--- src/hdl/tlam_pkg.sv ---
// ----------------------------------------------------------------------------
// tlam_pkg
// Shared constants and types for the thermistor level alarm monitor.
// ----------------------------------------------------------------------------
package tlam_pkg;

    localparam int CV_W        = 9;
    localparam int CODE_W      = 8;
    localparam int NUM_BANDS   = 6;
    localparam int NUM_EDGES   = NUM_BANDS - 1;
    localparam int BAND_W      = $clog2(NUM_BANDS);
    localparam int CFG_IDX_W   = 3;

    localparam int DEBOUNCE_SAMPLES = 10;
    // Wide enough to hold DEBOUNCE_SAMPLES itself.
    localparam int CNT_W = $clog2(DEBOUNCE_SAMPLES + 1);

    localparam logic [CV_W-1:0] FULL_SCALE_CV    = CV_W'(330);
    localparam int              UPPER_MILLI_KOHM = 47000;
    localparam int              PROD_W           = 26;

    typedef logic [BAND_W-1:0]    band_idx_t;
    typedef logic [CODE_W-1:0]    code_t;
    typedef logic [CFG_IDX_W-1:0] cfg_idx_t;

    // Register map.
    localparam cfg_idx_t REG_BAND1_CODE      = 3'd0;
    localparam cfg_idx_t REG_ALARM_THRESHOLD = 3'd6;

    // Band edges in milliohm-kilo units (thousandths of a kOhm), highest first.
    typedef logic [13:0] edge_t;
    localparam edge_t BAND_EDGE [NUM_EDGES] = '{
        14'd10000, 14'd9287, 14'd8632, 14'd8028, 14'd7472
    };

endpackage

--- src/hdl/tlam_band.sv ---
// ----------------------------------------------------------------------------
// tlam_band
// Sorts a clamped divider voltage into one of six resistance bands by
// cross-multiplied compares against each band edge.
// ----------------------------------------------------------------------------
module tlam_band
    import tlam_pkg::*;
(
    input  logic [CV_W-1:0] cv,
    output band_idx_t       band
);

    logic [PROD_W-1:0] lhs;
    logic [PROD_W-1:0] rest;
    logic [NUM_EDGES-1:0] hit;

    assign lhs  = PROD_W'(UPPER_MILLI_KOHM) * PROD_W'(cv);
    assign rest = PROD_W'(FULL_SCALE_CV) - PROD_W'(cv);

    always_comb
    begin
        for (int i = 0; i < NUM_EDGES; i++)
        begin
            hit[i] = (lhs >= PROD_W'(BAND_EDGE[i]) * rest);
        end
    end

    // Pick the highest edge that the resistance reaches.
    always_comb
    begin
        band = BAND_W'(NUM_BANDS - 1);
        for (int i = NUM_EDGES - 1; i >= 0; i--)
        begin
            if (hit[i])
            begin
                band = BAND_W'(i);
            end
        end
        // Full scale: infinite resistance
        if (cv >= FULL_SCALE_CV)
        begin
            band = '0;
        end
    end

endmodule

--- src/hdl/thermistor_level_alarm_monitor.sv ---
// ----------------------------------------------------------------------------
// thermistor_level_alarm_monitor
// Classifies thermistor divider samples into configured level codes and
// raises a debounced high temperature alarm.
// ----------------------------------------------------------------------------
//  channel  | handshake           | payload
//  ---------+---------------------+------------------------------------------
//  in       | in_valid / in_stall | divider_centivolts
//  out      | out_valid/out_stall | level_code, alarm_active, alarm_changed
//  cfg      | cfg_valid/cfg_ready | cfg_index, cfg_data
//
//  One sample per cycle while out_stall is low; input register, then result register.
//  The band compares, code lookup and debounce update sit between them.
//  Reset clears the alarm state, the disagree count and loads the default codes.
//  A stalled result holds; an empty input register still takes a sample while
//  the result register is full and drains into it once the stall drops.
//  cfg_ready is always high.
// ----------------------------------------------------------------------------
module thermistor_level_alarm_monitor
    import tlam_pkg::*;
(
    input  logic            clk,
    input  logic            rst_n,

    input  logic            in_valid,
    output logic            in_stall,
    input  logic [CV_W-1:0] divider_centivolts,

    output logic            out_valid,
    input  logic            out_stall,
    output code_t           level_code,
    output logic            alarm_active,
    output logic            alarm_changed,

    input  logic            cfg_valid,
    output logic            cfg_ready,
    input  cfg_idx_t        cfg_index,
    input  code_t           cfg_data
);

    code_t            band_code_reg [NUM_BANDS];
    code_t            alarm_threshold_reg;

    logic             s1_valid_reg;
    logic [CV_W-1:0]  s1_cv_reg;

    logic             out_valid_reg;
    code_t            level_code_reg;
    logic             alarm_active_reg;
    logic             alarm_changed_reg;

    logic             alarm_state_reg;
    logic             alarm_state_next;
    logic [CNT_W-1:0] disagree_count_reg;
    logic [CNT_W-1:0] disagree_count_next;

    logic             out_load;
    logic             s1_load;
    band_idx_t        band;
    code_t            code;
    logic             pending;
    logic             changed;
    logic [CNT_W-1:0] count_inc;

    assign cfg_ready = 1'b1;

    // Advance the result register when it is empty or being taken.
    assign out_load = s1_valid_reg && (!out_valid_reg || !out_stall);
    assign in_stall = s1_valid_reg && !out_load;
    assign s1_load  = in_valid && !in_stall;

    always_ff @(posedge clk or negedge rst_n)
    begin
        if (!rst_n)
        begin
            for (int i = 0; i < NUM_BANDS; i++)
            begin
                band_code_reg[i] <= CODE_W'(i + 1);
            end
            alarm_threshold_reg <= CODE_W'(5);
        end
        else if (cfg_valid && cfg_ready)
        begin
            if (cfg_index == REG_ALARM_THRESHOLD)
            begin
                alarm_threshold_reg <= cfg_data;
            end
            else if (cfg_index < CFG_IDX_W'(NUM_BANDS))
            begin
                band_code_reg[BAND_W'(cfg_index - REG_BAND1_CODE)] <= cfg_data;
            end
        end
    end

    // Input register; clamp above-full-scale readings on the way in.
    always_ff @(posedge clk or negedge rst_n)
    begin
        if (!rst_n)
        begin
            s1_valid_reg <= 1'b0;
        end
        else if (s1_load)
        begin
            s1_valid_reg <= 1'b1;
        end
        else if (out_load)
        begin
            s1_valid_reg <= 1'b0;
        end
    end

    always_ff @(posedge clk)
    begin
        if (s1_load)
        begin
            s1_cv_reg <= (divider_centivolts > FULL_SCALE_CV) ? FULL_SCALE_CV
                                                              : divider_centivolts;
        end
    end

    tlam_band u_band
    (
        .cv   (s1_cv_reg),
        .band (band)
    );

    assign code      = band_code_reg[band];
    assign pending   = (code > alarm_threshold_reg);
    assign count_inc = disagree_count_reg + CNT_W'(1);

    always_comb
    begin
        alarm_state_next    = alarm_state_reg;
        disagree_count_next = '0;
        changed             = 1'b0;
        if (pending != alarm_state_reg)
        begin
            if (count_inc >= CNT_W'(DEBOUNCE_SAMPLES))
            begin
                alarm_state_next = pending;
                changed          = 1'b1;
            end
            else
            begin
                disagree_count_next = count_inc;
            end
        end
    end

    always_ff @(posedge clk or negedge rst_n)
    begin
        if (!rst_n)
        begin
            alarm_state_reg    <= 1'b0;
            disagree_count_reg <= '0;
            out_valid_reg      <= 1'b0;
        end
        else
        begin
            if (out_load)
            begin
                alarm_state_reg    <= alarm_state_next;
                disagree_count_reg <= disagree_count_next;
                out_valid_reg      <= 1'b1;
            end
            else if (!out_stall)
            begin
                out_valid_reg <= 1'b0;
            end
        end
    end

    always_ff @(posedge clk)
    begin
        if (out_load)
        begin
            level_code_reg    <= code;
            alarm_active_reg  <= alarm_state_next;
            alarm_changed_reg <= changed;
        end
    end

    assign out_valid     = out_valid_reg;
    assign level_code    = level_code_reg;
    assign alarm_active  = alarm_active_reg;
    assign alarm_changed = alarm_changed_reg;

endmodule

--- config.mk ---
export PLATFORM = sky130hd
export DESIGN_NAME = thermistor_level_alarm_monitor
export DESIGN_NICKNAME = d
export VERILOG_FILES = /design/src/hdl/tlam_pkg.sv /design/src/hdl/tlam_band.sv /design/src/hdl/thermistor_level_alarm_monitor.sv
export SDC_FILE = /design/constraint.sdc
export NUM_CORES = 1
export LEC_CHECK = 0
export ABC_AREA = 1
export BUFFER_PORTS_ARGS = -buffer_cell sky130_fd_sc_hd__buf_2
export CORE_UTILIZATION = 50
export DETAILED_ROUTE_END_ITERATION = 7
export GPL_ROUTABILITY_DRIVEN = 0
export GPL_TIMING_DRIVEN = 0
export PLACE_DENSITY = 0.68
export RECOVER_POWER = 25
export SLEW_MARGIN = 5
export SYNTH_ARGS = -nofsm -noshare
export SYNTH_HDL_FRONTEND = slang
export SYNTH_SLANG_ARGS = --single-unit
--- constraint.sdc ---
create_clock -name clk -period 10.2 [get_ports clk]
set_input_delay 2.04 -clock clk [delete_from_list [all_inputs] [get_ports clk]]
set_output_delay 2.04 -clock clk [all_outputs]
set_load 0.02 [all_outputs]
-- Yosys cells after proc, flatten, opt, wreduce, memory -nomap -nowiden
Index checks and enable logic that the tools add are counted.
Widths: inputs -> output; s select.
- register bits after elaboration: 82
- input bits: 25
- word-level logic and storage cells: 75
- output and inout bits: 13
- order comparisons: 13
- equality and inequality tests: 3
- add/sub/neg operators: 2
- multipliers: 6
- reduce and logical (&&, ||, !) cells: 12
- bitwise operators: 3
- multiplexer cells: 21
- operators by type and width (kind ; number):
    $ge 25x26->1 ; 5
    $bwmux 48 ; 1
    $mul 10x26->22 const A ; 1
    $mul 11x26->23 const A ; 1
    $mul 11x26->24 const A ; 1
    $mul 14x26->26 const A ; 1
    $mul 9x26->22 const A ; 1
    $bmux 8 s3 ; 1
    $demux 8 s3 ; 1
    $mux 8 ; 3
    $mul 13x9->22 const A ; 1
    $mux 3 ; 5
    $ge 4x4->1 const B ; 3
    $sub 9x9->10 const A ; 1
    $ge 9x9->1 const B ; 1
    $gt 9x9->1 const B ; 1
    $gt 8x8->1 ; 1
    $mux 1 ; 8
    $mux 4 ; 2
    $not 3->4 ; 2
    $add 4x1->4 const B ; 1
    $logic_and 1x1->1 ; 4
    $logic_not 1->1 ; 4
    $lt 4x1->1 const B ; 1
    other kinds (9) ; 9

-- Longest topological paths before layout
- depth after elaboration: 16
- mapped depth: 58

-- Hierarchy
Synthesis repeated with hierarchy kept, for this count alone.
- cells, all modules: 2353
- area, all modules: 19199.7 um2
- modules (own cells, without submodules) (module ; sequential area each (um2) ; cells an instance ; area each (um2) ; times used):
    tlam_band ; 0.0 ; 1934 ; 15336.0 ; 1
    thermistor_level_alarm_monitor ; 2160.8 ; 419 ; 3863.7 ; 1

-- Worst setup path before layout
OpenSTA, ideal clock, no wires.
- path type: reg2reg
- start: reg s1_cv_reg[1]
- end: reg disagree_count_reg[1]
- stages on the path, launching flop included: 50
- arrival: 9.835 ns
- setup time: 0.101 ns
- required time: 10.099 ns
- buffers on the path: 1
- setup slack: 0.264 ns
- period minus slack after synthesis: 9.936 ns
- path through: edfxtp_1 > inv_1 > ha_1 > nand2_1 > nand2_1 > nand2_2 > nand3_1 > fa_1 > inv_1 > fa_1 > inv_1 > fa_1 > inv_1 > ha_1 > nand2_1 > nor3_1 > nand2_1 > o211ai_1 > [... 14 more ...] > nand3_4 > buf_6 > nand2_2 > nand2_1 > inv_1 > nand2_1 > nand3_1 > nand2_1 > inv_1 > ha_1 > nand2_1 > nor2_1 > nand2_1 > o211ai_1 > nand2_1 > nand2_1 > nand3_1 > o32ai_1
- word-level cells in the longest chain between the ends: 16
- elaborated cells between the ends (all ways): 26
- classes of those cells: add/sub: 1; mul: 6; order compare: 7; eq/ne: 1; mux: 10; bitwise: 1
- ends and longest elaborated chain (element ; line ; source):
    start, declared ; thermistor_level_alarm_monitor.sv:45 ; logic [CV_W-1:0] s1_cv_reg;
    start signal, assigned ; thermistor_level_alarm_monitor.sv:116 ; s1_cv_reg <= (divider_centivolts > FULL_SCALE_CV) ? FULL_SCALE_CV
    $sub 9x9->10 ; tlam_band.sv:18 ; assign rest = PROD_W'(FULL_SCALE_CV) - PROD_W'(cv);
    $mul 9x26->22 ; tlam_band.sv:24 ; hit[i] = (lhs >= PROD_W'(BAND_EDGE[i]) * rest);
    $ge 25x26->1 ; tlam_band.sv:24 ;
    $mux 1 ; tlam_band.sv:34 ; if (hit[i])
    $mux 3 (4 in a row) ; tlam_band.sv:34 ;
    $mux 3 (*) ; tlam_band.sv:40 ; if (cv >= FULL_SCALE_CV)
    $not 3->4 (not written as such) (*) ; thermistor_level_alarm_monitor.sv:127 ; assign code = band_code_reg[band];
    $bmux 8 s3 (*) ; thermistor_level_alarm_monitor.sv:127 ;
    $mux 8 (not written as such) (*) (2 in a row) ; thermistor_level_alarm_monitor.sv:127 ;
    via code[6] ; thermistor_level_alarm_monitor.sv:60 ; code_t code;
    $gt 8x8->1 (*) ; thermistor_level_alarm_monitor.sv:128 ; assign pending = (code > alarm_threshold_reg);
    $ne 1x1->1 (*) ; thermistor_level_alarm_monitor.sv:136 ; if (pending != alarm_state_reg)
    $mux 4 (*) ; thermistor_level_alarm_monitor.sv:136 ;
    end signal, assigned ; thermistor_level_alarm_monitor.sv:163 ; disagree_count_reg <= disagree_count_next;
    end, declared ; thermistor_level_alarm_monitor.sv:54 ; logic [CNT_W-1:0] disagree_count_reg;
The timed path passes the listed nets; every way through them passes the cells marked *. The select of a mux whose other input is x is not followed.
A chain may end at the register's enable or synchronous reset.

-- Worst setup path after layout
- start: reg s1_cv_reg[0]
- end: reg disagree_count_reg[1]
The elaborated chain is that of the path after synthesis.

==> results.md <==
* Clock Tree Buf Depth at 2
* Leading cell type by number of instances after synthesis: sky130_fd_sc_hd__inv_1
* GRT Residual Overflow at 0
* Most prevalent standard cell on the critical path: sky130_fd_sc_hd__nand2_1
* CTS sink count at 82
* Post-Place Cells at between 3000 and 4000
* Launching element of the worst setup path: s1_cv_reg[0]$_SDFFCE_PN0P_
* Critical-path maximum fanout at 11
* I/O pins at 38
* Violations in the final reports: max-capacitance violations, max-slew violations
* Type of the worst setup path: flip-flop to flip-flop
* Max Cap Violations at 1
* Number of different library cells in the post-synthesis netlist at between 60 and 70
* Largest clock skew in the final design at between 0.009 and 0.01 ns
* Tightest slew margin relative to the limit at -1.22
* Global-route wire length before repair at just over 80000 um
* Final Hold Violating Endpoints at 0
* Routed WL per cell at 16.7 um
* Number of clock buffers inserted by TritonCTS at 9
* Remaining design rule violation count at 0
* Global-route track usage on met1 at 0.336
* Result of the run: finished, violations left
* Fin crit share at 0.949
* Critical path launch point type: flip-flop
* Synth-to-Final Area Change at 9.18%
* I/O Buffers at 36
* Critical-path top delay cell: sky130_fd_sc_hd__xor2_1
* Post-Synthesis Net Count at between 3000 and 4000
* Buffer cell driving the clock tree root: sky130_fd_sc_hd__clkbuf_16
* Met3 routing resource usage after global routing at 0.0325
* Total negative slack for setup checks at 0 ns
* Final net count at between 3000 and 4000
* Total routed wirelength at approximately 50000 um
* Die Wd at around 200 um
* Initial cell density of the core at 0.507
* Area fraction of the dominant cell type after synthesis at 0.258
* Count of standard-cell rows at 72
* Vias at about 16000
* GR Util met2 at 0.445
* Global routing's busiest layer: met2
* Arrival time reported for the critical path endpoint at roughly 9.9 ns
* Clock transition at path regs at roughly 0.06 ns
* Drt first pass iters at 6
* Post-synthesis instance total at ~2500
* Share of the core filled with cells in the final layout at 0.554
* HP Start: band_code_reg[26]$_DFFE_PN0P_
* Critical Path Max Stage Delay at slightly below 0.8 ns
* Total of endpoints with negative setup slack in the final report at 0
* Height of the chip at approximately 200 um
* Class of the tightest hold or removal check: flip-flop to flip-flop
* Pins Over Slew Limit at 64
* Largest net degree at the start of global routing at 64
* Data required, critical path at between 10 and 15 ns
* Count of filler cells inserted in the layout at between 3000 and 4000
* Final instance count without filler cells at just over 3000
* Critical R2R Launch: s1_cv_reg[0]$_SDFFCE_PN0P_
* Initial DRC Count at 841
* Cell area after synthesis at just under 20000 um^2
* Main area contributors after synthesis: sky130_fd_sc_hd__ha_1, sky130_fd_sc_hd__fa_1, sky130_fd_sc_hd__inv_1
* Core Region at approximately 39000 um^2
* Synthesized area per cell at between 7 and 8 um^2
* Number of inserted diodes at 0
* Global routing usage summed across all routing layers at 0.260
* Worst Max-Slew Pin Slew at 3.33 ns
* CTS tree: built
* Total of flip-flops plus latches after synthesis at roughly 80
* Number of warnings reported in the yosys synthesis log at 0
* Post-DP HPWL at ~43000 um
* Fraction of layout cells with a size suffix above 1 at 0.0762
* Antenna-violating nets left at 0
* Top flip-flop cell by instance count after synthesis: sky130_fd_sc_hd__dfrtp_1
* Initial antenna violation count at 0
* Shortest clock period the worst path allows after layout at 9.68 ns
* Crit. End Element: flip-flop
* Number of global-route vias before repair at 16400
* Highest achievable clock rate at between 100 and 150 MHz
* Share of synthesized registers carrying an async set or reset at 0.768
* Die area at about 40000 um^2
* Largest area contributor in the synthesized netlist: sky130_fd_sc_hd__ha_1
* Max FFs per register at 48
* Insertion delay of the later-clocked pin in the worst-skew pair at about 0.34 ns
* Via density per instance at 5.25
* Count of flip-flops with a built-in enable after synthesis at 19
* Synth cell count leaders: sky130_fd_sc_hd__inv_1, sky130_fd_sc_hd__ha_1, sky130_fd_sc_hd__nand2_1, sky130_fd_sc_hd__fa_1, sky130_fd_sc_hd__a21oi_1
* H-Tree Depth at 3
* Part of the Yosys area used for sequential elements at 0.110
critical path, delay by kind of cell (launching register included):
family,cells,cell delay (ns)
xor+xnor,1,0.78
fa+ha+maj,7,3.18
simple gates,25,2.65
compound gates,8,1.40
buf+inv,7,0.99
flops,1,0.53
cell usage in the layout (no fill, tap or decap), types with 11 or more instances in the layout:
| master | synthesis | routed |
|---|---|---|
| sky130_fd_sc_hd__inv_1 | 611 | 600 |
| sky130_fd_sc_hd__ha_1 | 405 | 402 |
| sky130_fd_sc_hd__nand2_1 | 392 | 389 |
| sky130_fd_sc_hd__fa_1 | 195 | 195 |
| sky130_fd_sc_hd__a21oi_1 | 152 | 149 |
| sky130_fd_sc_hd__o21ai_0 | 116 | 113 |
| sky130_fd_sc_hd__nand3_1 | 86 | 85 |
| sky130_fd_sc_hd__nor2_1 | 88 | 83 |
| sky130_fd_sc_hd__xor2_1 | 85 | 77 |
| sky130_fd_sc_hd__xnor2_1 | 63 | 61 |
| sky130_fd_sc_hd__dfrtp_1 | 52 | 52 |
| sky130_fd_sc_hd__buf_4 | 1 | 40 |
| sky130_fd_sc_hd__buf_2 | 2 | 34 |
| sky130_fd_sc_hd__nand4_1 | 21 | 21 |
| sky130_fd_sc_hd__edfxtp_1 | 19 | 19 |
| sky130_fd_sc_hd__clkbuf_1 | 12 | 15 |
| sky130_fd_sc_hd__a21o_1 | 11 | 11 |
| sky130_fd_sc_hd__dfstp_2 | 11 | 11 |
through the flow:
| stage | cell area (um^2) | hold WS [ns] | worst slack (ns) |
|---|---|---|---|
| after floorplan | 19600 | 0.444 | 0.264 |
| after global placement | 20500 | 0.459 | -2.12 |
| after detailed placement | 20600 | 0.467 | -0.944 |
| after CTS | 21000 | 0.482 | 0.0229 |
| after global routing | 21500 | 0.499 | -0.0476 |
| final | 21500 | 0.485 | 0.523 |
kinds of logic (layout without fill, tap and decap cells):
| kind of cell | Yosys count | count (layout) | synth area share |
|---|---|---|---|
| compound gates | 341 | 341 | 0.0957 |
| xor+xnor | 148 | 148 | 0.0660 |
| fa+ha+maj | 600 | 600 | 0.457 |
| buf+inv | 639 | 734 | 0.124 |
| flops | 82 | 82 | 0.110 |
| mux | 6 | 6 | 0.00306 |
| other cells | 1 | 1 | 0.000191 |
| simple gates | 647 | 647 | 0.145 |
final timing paths:
kind / slack (ns) / depth (start not counted) / endpoint
worst min-delay path: 0.49 / 2 / band_code_reg[26]$_DFFE_PN0P_
worst max-delay path: 0.52 / 48 / disagree_count_reg[1]$_DFFE_PN0P_
worst max register to register: 0.52 / 48 / disagree_count_reg[1]$_DFFE_PN0P_
worst min register to register: 0.49 / 2 / band_code_reg[26]$_DFFE_PN0P_
min in group asynchronous: 2.82 / 1 / band_code_reg[44]$_DFFE_PN0P_
max in group asynchronous: 5.52 / 1 / band_code_reg[17]$_DFFE_PN0P_
what timing repair did:
item | CTS | global route
endpoints found under the setup margin | 7 | 7
pin swaps | 0 | 4
hold endpoints to repair | 0 | 0
hold buffers | 0 | 0
resized for setup | 16 | 45
buffers inserted | 12 | 28
metal layers:
metal | part of all wire | wire length [um]
met1 | 0.43 | 22300
met2 | 0.47 | 24300
met3 | 0.056 | 2900
met4 | 0.036 | 1830
met5 | 0 | 0
area by class of cell:
cell class | instances | area, um^2 | area share
repair buffers | 79 | 547 | 0.0255
well taps | 518 | 648 | 0.0302
inverters | 617 | 2340 | 0.109
plain buffers | 22 | 129 | 0.00601
clock buffers | 9 | 225 | 0.0105
flip-flops and latches | 82 | 2160 | 0.101
multi-input cells | 1743 | 15300 | 0.714
clock inverters | 7 | 77.6 | 0.00362
Power is not shown: default switching activity piles up to over one toggle a cycle in this logic, so the estimate is an artifact.
